File: src/sv/pks_pkg.sv
`timescale 1ns / 1ps
// ----------------------------------------------------------------------------
// pks_pkg
// Shared types, state codes, register indexes and reset values for the power
// key sequencer.
// ----------------------------------------------------------------------------
package pks_pkg;

    // field widths fixed by the beat layout
    localparam int NOW_W    = 32;
    localparam int CFG_W    = 16;
    localparam int CNT_W    = 16;
    localparam int STATE_W  = 3;
    localparam int CADDR_W  = 3;
    localparam int IN_TDATA_W  = 40;
    localparam int OUT_TDATA_W = 16;

    // power machine states
    localparam logic [STATE_W-1:0] ST_INIT     = 3'd0;
    localparam logic [STATE_W-1:0] ST_ON       = 3'd1;
    localparam logic [STATE_W-1:0] ST_WAIT_OFF = 3'd2;
    localparam logic [STATE_W-1:0] ST_OFF      = 3'd3;
    localparam logic [STATE_W-1:0] ST_CHARGE   = 3'd4;

    // configuration register indexes
    localparam logic [CADDR_W-1:0] REG_QUERY_SET    = 3'd0;
    localparam logic [CADDR_W-1:0] REG_LONG_HOLD    = 3'd1;
    localparam logic [CADDR_W-1:0] REG_BOOT_RELEASE = 3'd2;
    localparam logic [CADDR_W-1:0] REG_HOLD_CUT     = 3'd3;
    localparam logic [CADDR_W-1:0] REG_RESTART_HOLD = 3'd4;
    localparam logic [CADDR_W-1:0] REG_OFF_RELEASE  = 3'd5;

    // register reset values
    localparam logic [CFG_W-1:0] RST_QUERY_SET    = 16'd10;
    localparam logic [CFG_W-1:0] RST_LONG_HOLD    = 16'd100;
    localparam logic [CFG_W-1:0] RST_BOOT_RELEASE = 16'd80;
    localparam logic [CFG_W-1:0] RST_HOLD_CUT     = 16'd1;
    localparam logic [CFG_W-1:0] RST_RESTART_HOLD = 16'd150;
    localparam logic [CFG_W-1:0] RST_OFF_RELEASE  = 16'd5000;

    localparam logic [CNT_W-1:0] CNT_MAX = '1;

    typedef struct packed {
        logic [CFG_W-1:0] query_set_ticks;
        logic [CFG_W-1:0] long_hold_ticks;
        logic [CFG_W-1:0] boot_release_ticks;
        logic [CFG_W-1:0] hold_cut_ticks;
        logic [CFG_W-1:0] restart_hold_ticks;
        logic [CFG_W-1:0] off_release_polls;
    } t_cfg;

    typedef struct packed {
        logic [NOW_W-1:0] now_tick;
        logic             key_level;
        logic             charge_level;
        logic             query_read;
        logic             force_on;
    } t_item;

    typedef struct packed {
        logic               charge_event;
        logic               press_event;
        logic               off_event;
        logic               on_event;
        logic               query_taken;
        logic               key_query;
        logic               off_side;
        logic [STATE_W-1:0] power_state;
        logic               power_hold;
    } t_result;

endpackage

File: src/sv/pks_cfg_regs.sv
`timescale 1ns / 1ps
// ----------------------------------------------------------------------------
// pks_cfg_regs
// Configuration register file; one write per accepted beat, unknown indexes
// are dropped.
// ----------------------------------------------------------------------------
module pks_cfg_regs (
    input  logic                        i_clk,
    input  logic                        i_rst_n,
    input  logic                        i_wr_en,
    input  logic [pks_pkg::CADDR_W-1:0] i_wr_addr,
    input  logic [pks_pkg::CFG_W-1:0]   i_wr_data,
    output pks_pkg::t_cfg               o_cfg
);

    pks_pkg::t_cfg r_cfg;

    // register writes, reset to the power-on limits
    always_ff @(posedge i_clk) begin
        if (!i_rst_n) begin
            r_cfg.query_set_ticks    <= pks_pkg::RST_QUERY_SET;
            r_cfg.long_hold_ticks    <= pks_pkg::RST_LONG_HOLD;
            r_cfg.boot_release_ticks <= pks_pkg::RST_BOOT_RELEASE;
            r_cfg.hold_cut_ticks     <= pks_pkg::RST_HOLD_CUT;
            r_cfg.restart_hold_ticks <= pks_pkg::RST_RESTART_HOLD;
            r_cfg.off_release_polls  <= pks_pkg::RST_OFF_RELEASE;
        end else if (i_wr_en) begin
            case (i_wr_addr)
                pks_pkg::REG_QUERY_SET:    r_cfg.query_set_ticks    <= i_wr_data;
                pks_pkg::REG_LONG_HOLD:    r_cfg.long_hold_ticks    <= i_wr_data;
                pks_pkg::REG_BOOT_RELEASE: r_cfg.boot_release_ticks <= i_wr_data;
                pks_pkg::REG_HOLD_CUT:     r_cfg.hold_cut_ticks     <= i_wr_data;
                pks_pkg::REG_RESTART_HOLD: r_cfg.restart_hold_ticks <= i_wr_data;
                pks_pkg::REG_OFF_RELEASE:  r_cfg.off_release_polls  <= i_wr_data;
                default: ;
            endcase
        end
    end

    assign o_cfg = r_cfg;

endmodule

File: src/sv/pks_core.sv
`timescale 1ns / 1ps
// ----------------------------------------------------------------------------
// pks_core
// Poll step logic: key stamps, released-poll counter, query flag, press arm
// and the five-state power machine. State advances once per stepped poll.
// ----------------------------------------------------------------------------
module pks_core #(
    parameter int TICK_WIDTH = 32
) (
    input  logic              i_clk,
    input  logic              i_rst_n,
    input  logic              i_step,
    input  pks_pkg::t_item    i_item,
    input  pks_pkg::t_cfg     i_cfg,
    output pks_pkg::t_result  o_result
);

    logic [pks_pkg::STATE_W-1:0] r_state, n_state;
    logic [TICK_WIDTH-1:0]       r_act_stamp, n_act_stamp;
    logic [TICK_WIDTH-1:0]       r_idle_stamp, n_idle_stamp;
    logic [pks_pkg::CNT_W-1:0]   r_idle_cnt, n_idle_cnt;
    logic                        r_query, n_query;
    logic                        r_armed, n_armed;
    logic                        r_prev_act;
    logic                        r_hold, n_hold;

    logic                  active, charging;
    logic [TICK_WIDTH-1:0] now;
    logic [TICK_WIDTH-1:0] since_act, since_idle;
    logic [TICK_WIDTH-1:0] lim_query, lim_long, lim_boot, lim_cut, lim_restart;
    logic                  taken, ev_on, ev_off, ev_press, ev_chg;

    assign now         = TICK_WIDTH'(i_item.now_tick);
    assign active      = !i_item.key_level;
    assign charging    = !i_item.charge_level;
    assign lim_query   = TICK_WIDTH'(i_cfg.query_set_ticks);
    assign lim_long    = TICK_WIDTH'(i_cfg.long_hold_ticks);
    assign lim_boot    = TICK_WIDTH'(i_cfg.boot_release_ticks);
    assign lim_cut     = TICK_WIDTH'(i_cfg.hold_cut_ticks);
    assign lim_restart = TICK_WIDTH'(i_cfg.restart_hold_ticks);

    // stamps after this poll's key sample; wrap-around differences to now
    always_comb begin
        n_act_stamp = active ? now : r_act_stamp;
        since_act   = now - n_act_stamp;
        since_idle  = now - (active ? r_idle_stamp : now);
    end

    // one poll step
    always_comb begin
        n_state      = r_state;
        n_hold       = r_hold;
        n_armed      = r_armed;
        n_query      = r_query;
        n_idle_stamp = active ? r_idle_stamp : now;
        taken        = 1'b0;
        ev_on        = 1'b0;
        ev_off       = 1'b0;
        ev_press     = 1'b0;
        ev_chg       = 1'b0;

        if (active) begin
            n_idle_cnt = '0;
        end else if (r_idle_cnt != pks_pkg::CNT_MAX) begin
            n_idle_cnt = r_idle_cnt + 1'b1;
        end else begin
            n_idle_cnt = r_idle_cnt;
        end

        // read-and-clear, then forced power-on
        if (i_item.query_read) begin
            taken   = r_query;
            n_query = 1'b0;
        end
        if (i_item.force_on) begin
            n_state = pks_pkg::ST_WAIT_OFF;
            n_hold  = 1'b1;
            ev_on   = 1'b1;
        end

        // query flag: set on release time, cleared on long hold
        if (since_act > lim_query) n_query = 1'b1;
        if (since_idle > lim_long) n_query = 1'b0;

        case (n_state)
            pks_pkg::ST_INIT: begin
                if (since_act > lim_boot) begin
                    n_state = pks_pkg::ST_ON;
                    ev_on   = 1'b1;
                end
                if (since_idle > lim_cut) n_hold = 1'b0;
                // charge check wins over the boot transition
                if (charging && since_idle > lim_long) begin
                    n_state = pks_pkg::ST_CHARGE;
                    ev_chg  = 1'b1;
                end
            end
            pks_pkg::ST_ON: begin
                n_hold = 1'b1;
                if (!r_prev_act && active) n_state = pks_pkg::ST_WAIT_OFF;
            end
            pks_pkg::ST_WAIT_OFF: begin
                if (since_act > lim_long && n_idle_cnt > i_cfg.off_release_polls) begin
                    n_state    = pks_pkg::ST_OFF;
                    ev_off     = 1'b1;
                    n_idle_cnt = '0;
                end else if (!n_armed && since_act > lim_query) begin
                    n_armed = 1'b1;
                end
                if (n_armed && since_idle > lim_query) begin
                    ev_press = 1'b1;
                    n_armed  = 1'b0;
                end
                if (charging) begin
                    n_state = pks_pkg::ST_CHARGE;
                    ev_chg  = 1'b1;
                end
            end
            pks_pkg::ST_OFF: begin
                if (since_idle > lim_restart) begin
                    n_hold       = 1'b0;
                    n_idle_stamp = now;
                    n_state      = pks_pkg::ST_INIT;
                end
            end
            pks_pkg::ST_CHARGE: begin
                if (!charging) n_state = pks_pkg::ST_INIT;
            end
            default: ;
        endcase
    end

    // state update per stepped poll
    always_ff @(posedge i_clk) begin
        if (!i_rst_n) begin
            r_state      <= pks_pkg::ST_INIT;
            r_act_stamp  <= '0;
            r_idle_stamp <= '0;
            r_idle_cnt   <= '0;
            r_query      <= 1'b0;
            r_armed      <= 1'b0;
            r_prev_act   <= 1'b0;
            r_hold       <= 1'b1;
        end else if (i_step) begin
            r_state      <= n_state;
            r_act_stamp  <= n_act_stamp;
            r_idle_stamp <= n_idle_stamp;
            r_idle_cnt   <= n_idle_cnt;
            r_query      <= n_query;
            r_armed      <= n_armed;
            r_prev_act   <= active;
            r_hold       <= n_hold;
        end
    end

    // result of this poll
    always_comb begin
        o_result.power_hold   = n_hold;
        o_result.power_state  = n_state;
        o_result.off_side     = (n_state == pks_pkg::ST_WAIT_OFF) ||
                                (n_state == pks_pkg::ST_OFF);
        o_result.key_query    = n_query;
        o_result.query_taken  = taken;
        o_result.on_event     = ev_on;
        o_result.off_event    = ev_off;
        o_result.press_event  = ev_press;
        o_result.charge_event = ev_chg;
    end

endmodule

File: src/sv/power_key_sequencer.sv
`timescale 1ns / 1ps
// ----------------------------------------------------------------------------
// power_key_sequencer
// Power key and charge pin sequencer: one poll beat in, one status beat out.
// ----------------------------------------------------------------------------
//  channel   | dir | handshake             | payload
//  ----------+-----+-----------------------+-------------------------------
//  s (poll)  | in  | i_s_tvalid/o_s_tready | i_s_tdata  40b
//  m (status)| out | o_m_tvalid/i_m_tready | o_m_tdata  16b
//  cfg       | in  | i_cfg_valid/o_cfg_ready| i_cfg_addr 3b, i_cfg_data 16b
//
// One poll per cycle sustained while status beats are taken. An accepted
// poll waits in the input register, the step logic updates state and loads
// the result register, which then presents the status beat.
// Synchronous active-low reset empties both registers and restores the limits.
// A stalled status beat holds; the input register still takes one more poll.
// Configuration writes are always accepted and take effect on the next cycle.
// ----------------------------------------------------------------------------
module power_key_sequencer #(
    parameter int TICK_WIDTH = 32
) (
    input  logic                            i_clk,
    input  logic                            i_rst_n,
    // poll beats
    input  logic                            i_s_tvalid,
    output logic                            o_s_tready,
    // [31:0] now_tick, [32] key_level, [33] charge_level, [34] query_read,
    // [35] force_on, [39:36] zero
    input  logic [pks_pkg::IN_TDATA_W-1:0]  i_s_tdata,
    // status beats
    output logic                            o_m_tvalid,
    input  logic                            i_m_tready,
    // [0] power_hold, [3:1] power_state, [4] off_side, [5] key_query,
    // [6] query_taken, [7] on_event, [8] off_event, [9] press_event,
    // [10] charge_event, [15:11] zero
    output logic [pks_pkg::OUT_TDATA_W-1:0] o_m_tdata,
    // configuration writes
    input  logic                            i_cfg_valid,
    output logic                            o_cfg_ready,
    input  logic [pks_pkg::CADDR_W-1:0]     i_cfg_addr,
    input  logic [pks_pkg::CFG_W-1:0]       i_cfg_data
);

    pks_pkg::t_cfg    cfg;
    pks_pkg::t_item   r_item;
    pks_pkg::t_result step_res, r_res;
    logic             r_in_valid, r_out_valid;
    logic             out_load, step;

    // config port never stalls
    assign o_cfg_ready = 1'b1;

    pks_cfg_regs u_cfg (
        .i_clk     (i_clk),
        .i_rst_n   (i_rst_n),
        .i_wr_en   (i_cfg_valid),
        .i_wr_addr (i_cfg_addr),
        .i_wr_data (i_cfg_data),
        .o_cfg     (cfg)
    );

    // handshake: result register frees up when empty or taken
    assign out_load   = !r_out_valid || i_m_tready;
    assign step       = r_in_valid && out_load;
    assign o_s_tready = !r_in_valid || out_load;

    // input register
    always_ff @(posedge i_clk) begin
        if (!i_rst_n) begin
            r_in_valid <= 1'b0;
        end else if (o_s_tready) begin
            r_in_valid <= i_s_tvalid;
        end
    end

    always_ff @(posedge i_clk) begin
        if (o_s_tready && i_s_tvalid) begin
            r_item.now_tick     <= i_s_tdata[pks_pkg::NOW_W-1:0];
            r_item.key_level    <= i_s_tdata[pks_pkg::NOW_W];
            r_item.charge_level <= i_s_tdata[pks_pkg::NOW_W+1];
            r_item.query_read   <= i_s_tdata[pks_pkg::NOW_W+2];
            r_item.force_on     <= i_s_tdata[pks_pkg::NOW_W+3];
        end
    end

    pks_core #(
        .TICK_WIDTH (TICK_WIDTH)
    ) u_core (
        .i_clk    (i_clk),
        .i_rst_n  (i_rst_n),
        .i_step   (step),
        .i_item   (r_item),
        .i_cfg    (cfg),
        .o_result (step_res)
    );

    // result register
    always_ff @(posedge i_clk) begin
        if (!i_rst_n) begin
            r_out_valid <= 1'b0;
        end else if (out_load) begin
            r_out_valid <= r_in_valid;
        end
    end

    always_ff @(posedge i_clk) begin
        if (step) begin
            r_res <= step_res;
        end
    end

    assign o_m_tvalid = r_out_valid;
    assign o_m_tdata  = {{(pks_pkg::OUT_TDATA_W - $bits(pks_pkg::t_result)){1'b0}}, r_res};

endmodule

File: config.mk
export PLATFORM = sky130hd
export DESIGN_NAME = power_key_sequencer
export DESIGN_NICKNAME = d
export VERILOG_FILES = /design/src/sv/pks_pkg.sv /design/src/sv/pks_cfg_regs.sv /design/src/sv/pks_core.sv /design/src/sv/power_key_sequencer.sv
export SDC_FILE = /design/constraint.sdc
export NUM_CORES = 1
export LEC_CHECK = 0
export ABC_AREA = 1
export BUFFER_PORTS_ARGS = -buffer_cell sky130_fd_sc_hd__buf_2
export CAP_MARGIN = 20
export CORE_MARGIN = 5
export CORE_UTILIZATION = 45
export DETAILED_ROUTE_END_ITERATION = 8
export GPL_ROUTABILITY_DRIVEN = 0
export HOLD_SLACK_MARGIN = 0.08
export PLACE_DENSITY = 0.65
export SYNTH_ARGS = -nofsm -noshare
export SYNTH_HDL_FRONTEND = slang
export SYNTH_SLANG_ARGS = --single-unit
File: constraint.sdc
create_clock -name i_clk -period 5 [get_ports i_clk]
set_input_delay 0.75 -clock i_clk [delete_from_list [all_inputs] [get_ports i_clk]]
set_output_delay 0.75 -clock i_clk [all_outputs]
set_load 0.03 [all_outputs]
* Yosys cells after proc, flatten, opt, wreduce, memory -nomap -nowiden
Cells that the tools add are included.
Word-level totals: bits in registers 232, input bits 64, output and inout port bits 19, word-level logic and storage cells 114
Cells by class: add/subtract/negate cells 3, $lt $le $gt $ge 8, equality and inequality tests 12, mux-type cells 36, reduce and logical (&&, ||, !) cells 25
Operators by type and width (count):
- $gt A32 B16 Y1 | 7
- $mux W32 | 4
- $mux W16 | 4
- $sub A32 B32 Y32 | 2
- $mux W3 | 8
- $eq A3 B2 Y1 const B | 6
- $mux W1 | 17
- $add A16 B1 Y16 const B | 1
- $gt A16 B16 Y1 | 1
- $ne A16 B16 Y1 const B | 1
- $pmux W3 S5 | 1
- $reduce_and A2 Y1 | 7
- $eq A3 B3 Y1 const B | 3
- $logic_and A1 B1 Y1 | 7
- $eq A3 B1 Y1 const B | 2
- $logic_not A1 Y1 | 6
- $logic_not A3 Y1 | 2
- $logic_or A1 B1 Y1 | 3
- $pmux W1 S3 | 1
- $pmux W1 S2 | 1

* Logic depth before layout (Yosys ltp)
word-level depth 10, depth in mapped cells 30, depth with buffers taken out 28

* By module
Synthesis repeated with hierarchy kept, for this count alone.
Unflattened totals: cell total of the unflattened synthesis 2897, area total of the unflattened synthesis 18591.6 um^2
By module, submodules not included:
- pks_core | instances 1, cells each 2292, area an instance 13235.2 um^2, seq. area each 1741.7 um^2
- pks_cfg_regs | instances 1, cells each 537, area an instance 3797.4 um^2, seq. area each 1921.8 um^2
- power_key_sequencer | instances 1, cells each 68, area an instance 1559.0 um^2, seq. area each 1451.4 um^2

* Worst setup path after synthesis
Ideal clock, no wire load.
path kind reg-to-reg, from register r_item[3] (netlist name), to register u_core.r_idle_stamp[31], setup time 0.067 ns, arrival 3.747 ns, data required time 4.933 ns, slack 1.186 ns, cell stages (with the launch flop) 25, path buffers 3, period minus slack after synthesis 3.814 ns, cells stage by stage edfxtp_1 clkbuf_1 clkbuf_1 o21ai_0 inv_1 ha_1 inv_1 fa_1 nand3_1 nand3_1 nand3_1 nand3b_1 xor2_1 ha_1 nand4_1 nor3_1 nand2_1 o211ai_1 nand2_1 nand2_4 nand2_4 buf_6 nand2_1 nand3_1 a21oi_2
On the way: word-level cells in the longest chain between the ends 5
RTL lines:
- start, declared | RTL line power_key_sequencer.sv:45 | pks_pkg::t_item r_item;
- $mux W32 (*) | RTL line pks_core.sv:46, pks_core.sv:55
- $sub A32 B32 Y32 | RTL line pks_core.sv:46 | since_idle = now - (active ? r_idle_stamp : now);
- $gt A32 B16 Y1 | RTL line pks_core.sv:120 | if (since_idle > lim_restart) begin
- $mux W32 | RTL line pks_core.sv:120
- $mux W32 (*) | RTL line pks_core.sv:85 | case (n_state)
- end signal, assigned | RTL line pks_core.sv:147 | r_idle_stamp <= n_idle_stamp;
- end, declared | RTL line pks_core.sv:20 | logic [TICK_WIDTH-1:0] r_idle_stamp, n_idle_stamp;
Every way passes the cells marked *; elsewhere a longest branch is shown, timed or not. A chain may end at the register's enable or synchronous reset.

* Worst setup path in the final report
from register r_item[3] (netlist name), to register u_core.r_idle_cnt[1] (netlist name)
On the way: word-level cells in the longest chain between the ends 6, elaborated cells between the ends (all ways) 8, those cells by class 1 x add/sub; 2 x order compare; 4 x mux; 1 x reduce/logical
RTL lines:
- $mux W32 | RTL line pks_core.sv:44 | n_act_stamp = active ? now : r_act_stamp;
- $sub A32 B32 Y32 | RTL line pks_core.sv:45 | since_act = now - n_act_stamp;
- $gt A32 B16 Y1 | RTL line pks_core.sv:103 | if (since_act > lim_long && n_idle_cnt > i_cfg.off_release_polls) begin
- $logic_and A1 B1 Y1 | RTL line pks_core.sv:103
- $mux W16 | RTL line pks_core.sv:103
- $mux W16 (*) | RTL line pks_core.sv:85
- end signal, assigned | RTL line pks_core.sv:148 | r_idle_cnt <= n_idle_cnt;
- end, declared | RTL line pks_core.sv:21 | logic [pks_pkg::CNT_W-1:0] r_idle_cnt, n_idle_cnt;
Marks and branches as above.

==> out/summary.txt <==
Outcome - finished, final reports clean
Final antenna-violating net count - 0
Ys async rst share - 0%
Final Setup Violations - 0
Via count of the first global-routing pass - 16900
Count of antenna diodes in the layout - 0
Post-synthesis cell type with the largest combined area - sky130_fd_sc_hd__dfxtp_1
Worst hold margin - 0.334 ns
Global router's overall resource usage - 23.1%
Number of standard cells in the final layout excluding fillers - 3353
1st-iter DRT viols - 1227
Layout Area Growth over Synthesis - 10.3%
Via count - 17600
Initial Utilization - 45.2%
Count of H-tree levels built during CTS - 1
Core utilization of the finished layout - 49.8%
DIE HEIGHT - 209 um
Buffer count from post-CTS setup fixing - 0
Max rail drop VDD - 265 uV
Power density relative to cell area - 321 mW/mm2
Wire length of the first global-routing pass - 83700 um
Ratio of final minimum period to clock period - 92.1%
Max cap viols - 0
LEAKAGE - 9.82 nW
Floorplan die area - 0.0438 mm2
Wire length reported by the detailed router - 52000 um
Setup crit end kind - register
Gate count after technology mapping - 2751
Leading cell types by count after synthesis - sky130_fd_sc_hd__nand2_1, sky130_fd_sc_hd__inv_1, sky130_fd_sc_hd__a21oi_1
Total Negative Setup Slacks - 0 ns
Number of nets at the end of the flow - 3064
Crit path max fanout - 29
Number of input and output port buffers inserted - 72
Slowest stage delay, CP - 0.60 ns
Post-CTS sizing - 0
Post-synth EDFFs - 47
Average via count per standard cell - 5.24
Number of remaining DRC errors - 0
Most instantiated library cell after synthesis - sky130_fd_sc_hd__nand2_1
Count of hold-fix buffers inserted at cts - 0
Hpwl dp - 40800 um
Layout Skew - 0.0361 ns
Kind of path behind the tightest hold check - primary input to register
Layout cells sized above 1 - 6.72%
Core outline area - 0.0395 mm2
Pins over their slew limit - 0
Clock Path Buffers - 3
Worst slew margin relative to its limit - 33.2%
WL/cell - 15.5 um
Horizontal die dimension - 209 um
Pin count of the biggest net entering global routing - 75
Standard-cell row count - 73
Yosys top cell area share - 20.7%
Setup repair after global routing missed its margin - false
Overflow left after global routing - 0
Total number of clock tree sinks - 232
Portion of the post-synthesis area used by sequential elements - 28.6%
Total Power - 6.32 mW
Most used flip-flop cell after synthesis - sky130_fd_sc_hd__dfxtp_1
FMAX - 0.217 GHz
Unique cell type count in the Yosys netlist - 48
Crit path DAT - 5.12 ns
Antenna violations before repair - 0
Flip-flop and latch count after synthesis - 232
Library cell used as clock root buffer - sky130_fd_sc_hd__clkbuf_16
Worst-margin pin slew - 1.00 ns
Most common cell type on the critical path - sky130_fd_sc_hd__nand2_1
Final hold violation count - 0
Warning count from the yosys run - 0
DP Cell Count - 3299
Synth top area cells - sky130_fd_sc_hd__dfxtp_1, sky130_fd_sc_hd__nand2_1, sky130_fd_sc_hd__ha_1, sky130_fd_sc_hd__inv_1, sky130_fd_sc_hd__edfxtp_1
IO Pins - 83
Post-synthesis area per instance - 6.50 um2
Min cycle time layout - 4.60 ns
Post-synth design cell area - 0.0179 mm2
Critical Path, Cell by Cell - inv_2, o21ai_0, ha_1, nand2_1, nand2_1, inv_1, nand2_1, xor2_1, ha_1, a21o_1, a31oi_1, o221ai_1, nand2_1, nand2_1, nand2_1, nand3_1, nand3_2, nand3_1, a21oi_1
Clock tree from TritonCTS - done
Slowest cell on crit path - sky130_fd_sc_hd__xor2_1
Skew-Pair Late Insertion Delay - 0.59 ns
Kind of start point of the critical path - register
CTS clk-pin slew, worst paths - 0.06 ns
Data required time of the critical path - 5.52 ns
Length of the first detailed-routing pass in iterations - 5
Number of buffers inserted during clock tree synthesis - 29
Kind of critical path - register to register
-- worst paths after layout --
path,from,cells after the start,endpoint,slack [ns]
hold reg to reg,u_cfg.o_cfg[1]$_SDFFE_PN0P_,2,u_cfg.o_cfg[1]$_SDFFE_PN0P_,0.46
setup reg to reg,r_item[3]$_DFFE_PP_,19,u_core.r_idle_cnt[1]$_SDFFE_PN0P_,0.40
setup / recovery,r_item[3]$_DFFE_PP_,19,u_core.r_idle_cnt[1]$_SDFFE_PN0P_,0.40
hold / removal,i_s_tdata[34],1,r_item[1]$_DFFE_PP_,0.33
-- per-stage QoR --
step / instance area (um2) / worst slack [ns]
6_report: 19700 / 0.397
5_1_grt: 19700 / 0.00536
4_1_cts: 19700 / 0.322
3_5_place_dp: 18700 / 0.345
3_3_place_gp: 18700 / 0.467
2_1_floorplan: 17900 / 1.19
-- final cells by class --
class | instances | area [um2]
tap | 525 | 657
multi-input combinational | 1964 | 10600
inverter | 476 | 1790
fill | 4002 | 19800
clock inverter | 23 | 221
sequential | 232 | 5110
clock buffer | 31 | 733
timing repair buffer | 102 | 586
-- power by group --
group	switching (mW)	internal, mW	total, mW	leakage (nW)
combinational	1.40	0.760	2.16	7.39
clock	0.884	1.22	2.11	0.461
sequential	0.0518	2.00	2.05	1.96
total	2.33	3.99	6.32	9.82
-- flip-flops by register name, summed over array words and instances, names as in the netlist --
signal               cells
u_core.r_hold            1
r_item                  36
u_core.r_act_stamp      32
o_m_tdata               11
u_core.r_armed           1
u_core.r_query           1
u_core.r_idle_stamp     32
u_core.r_idle_cnt       16
u_core.r_prev_act        1
r_in_valid               1
o_m_tvalid               1
u_core.r_state           3
u_cfg.o_cfg             96
-- worst max-delay path, delay by kind of cell, from the launching register on --
kind,cells,cell delay (ns)
compound gates,5,0.94
fa+ha+maj,2,0.82
buf+inv,2,0.42
simple gates,9,1.30
xor+xnor,1,0.60
flops,1,0.44
-- cell usage in the layout, fill, tap and decap left out, drive strengths merged, types with 6 or more instances in the layout --
master	netlist	routed
ha	193	193
clkinv	0	14
nor3	26	26
nand2	796	796
o21ai	177	177
xor2	32	32
o21bai	6	6
conb	2	6
o211ai	22	22
nand3	166	166
nand4	35	35
nor2	199	199
clkbuf	59	31
and2	7	7
a21oi	219	219
dfxtp	185	185
edfxtp	47	47
inv	476	477
a211oi	38	38
buf	24	102
-- per-layer routing --
| layer | share of wire (%) | GRT usage [%] |
|---|---|---|
| met5 | 0 | 0 |
| met1 | 43 | 29.3 |
| met3 | 5.4 | 2.54 |
| met4 | 3.7 | 8.01 |
| met2 | 47 | 40.8 |
-- kinds of logic after synthesis --
family | after synthesis | synth area share [%]
AOI/OAI and AO/OA | 485 | 14.9
xor gates and xnor gates | 34 | 1.67
adders and majority gates | 195 | 13.7
buffers and inverters | 559 | 12.2
DFF | 232 | 28.6
other | 2 | 0.0420
and+or+nand+nor | 1244 | 28.8
(Power assumes the default switching activity.)
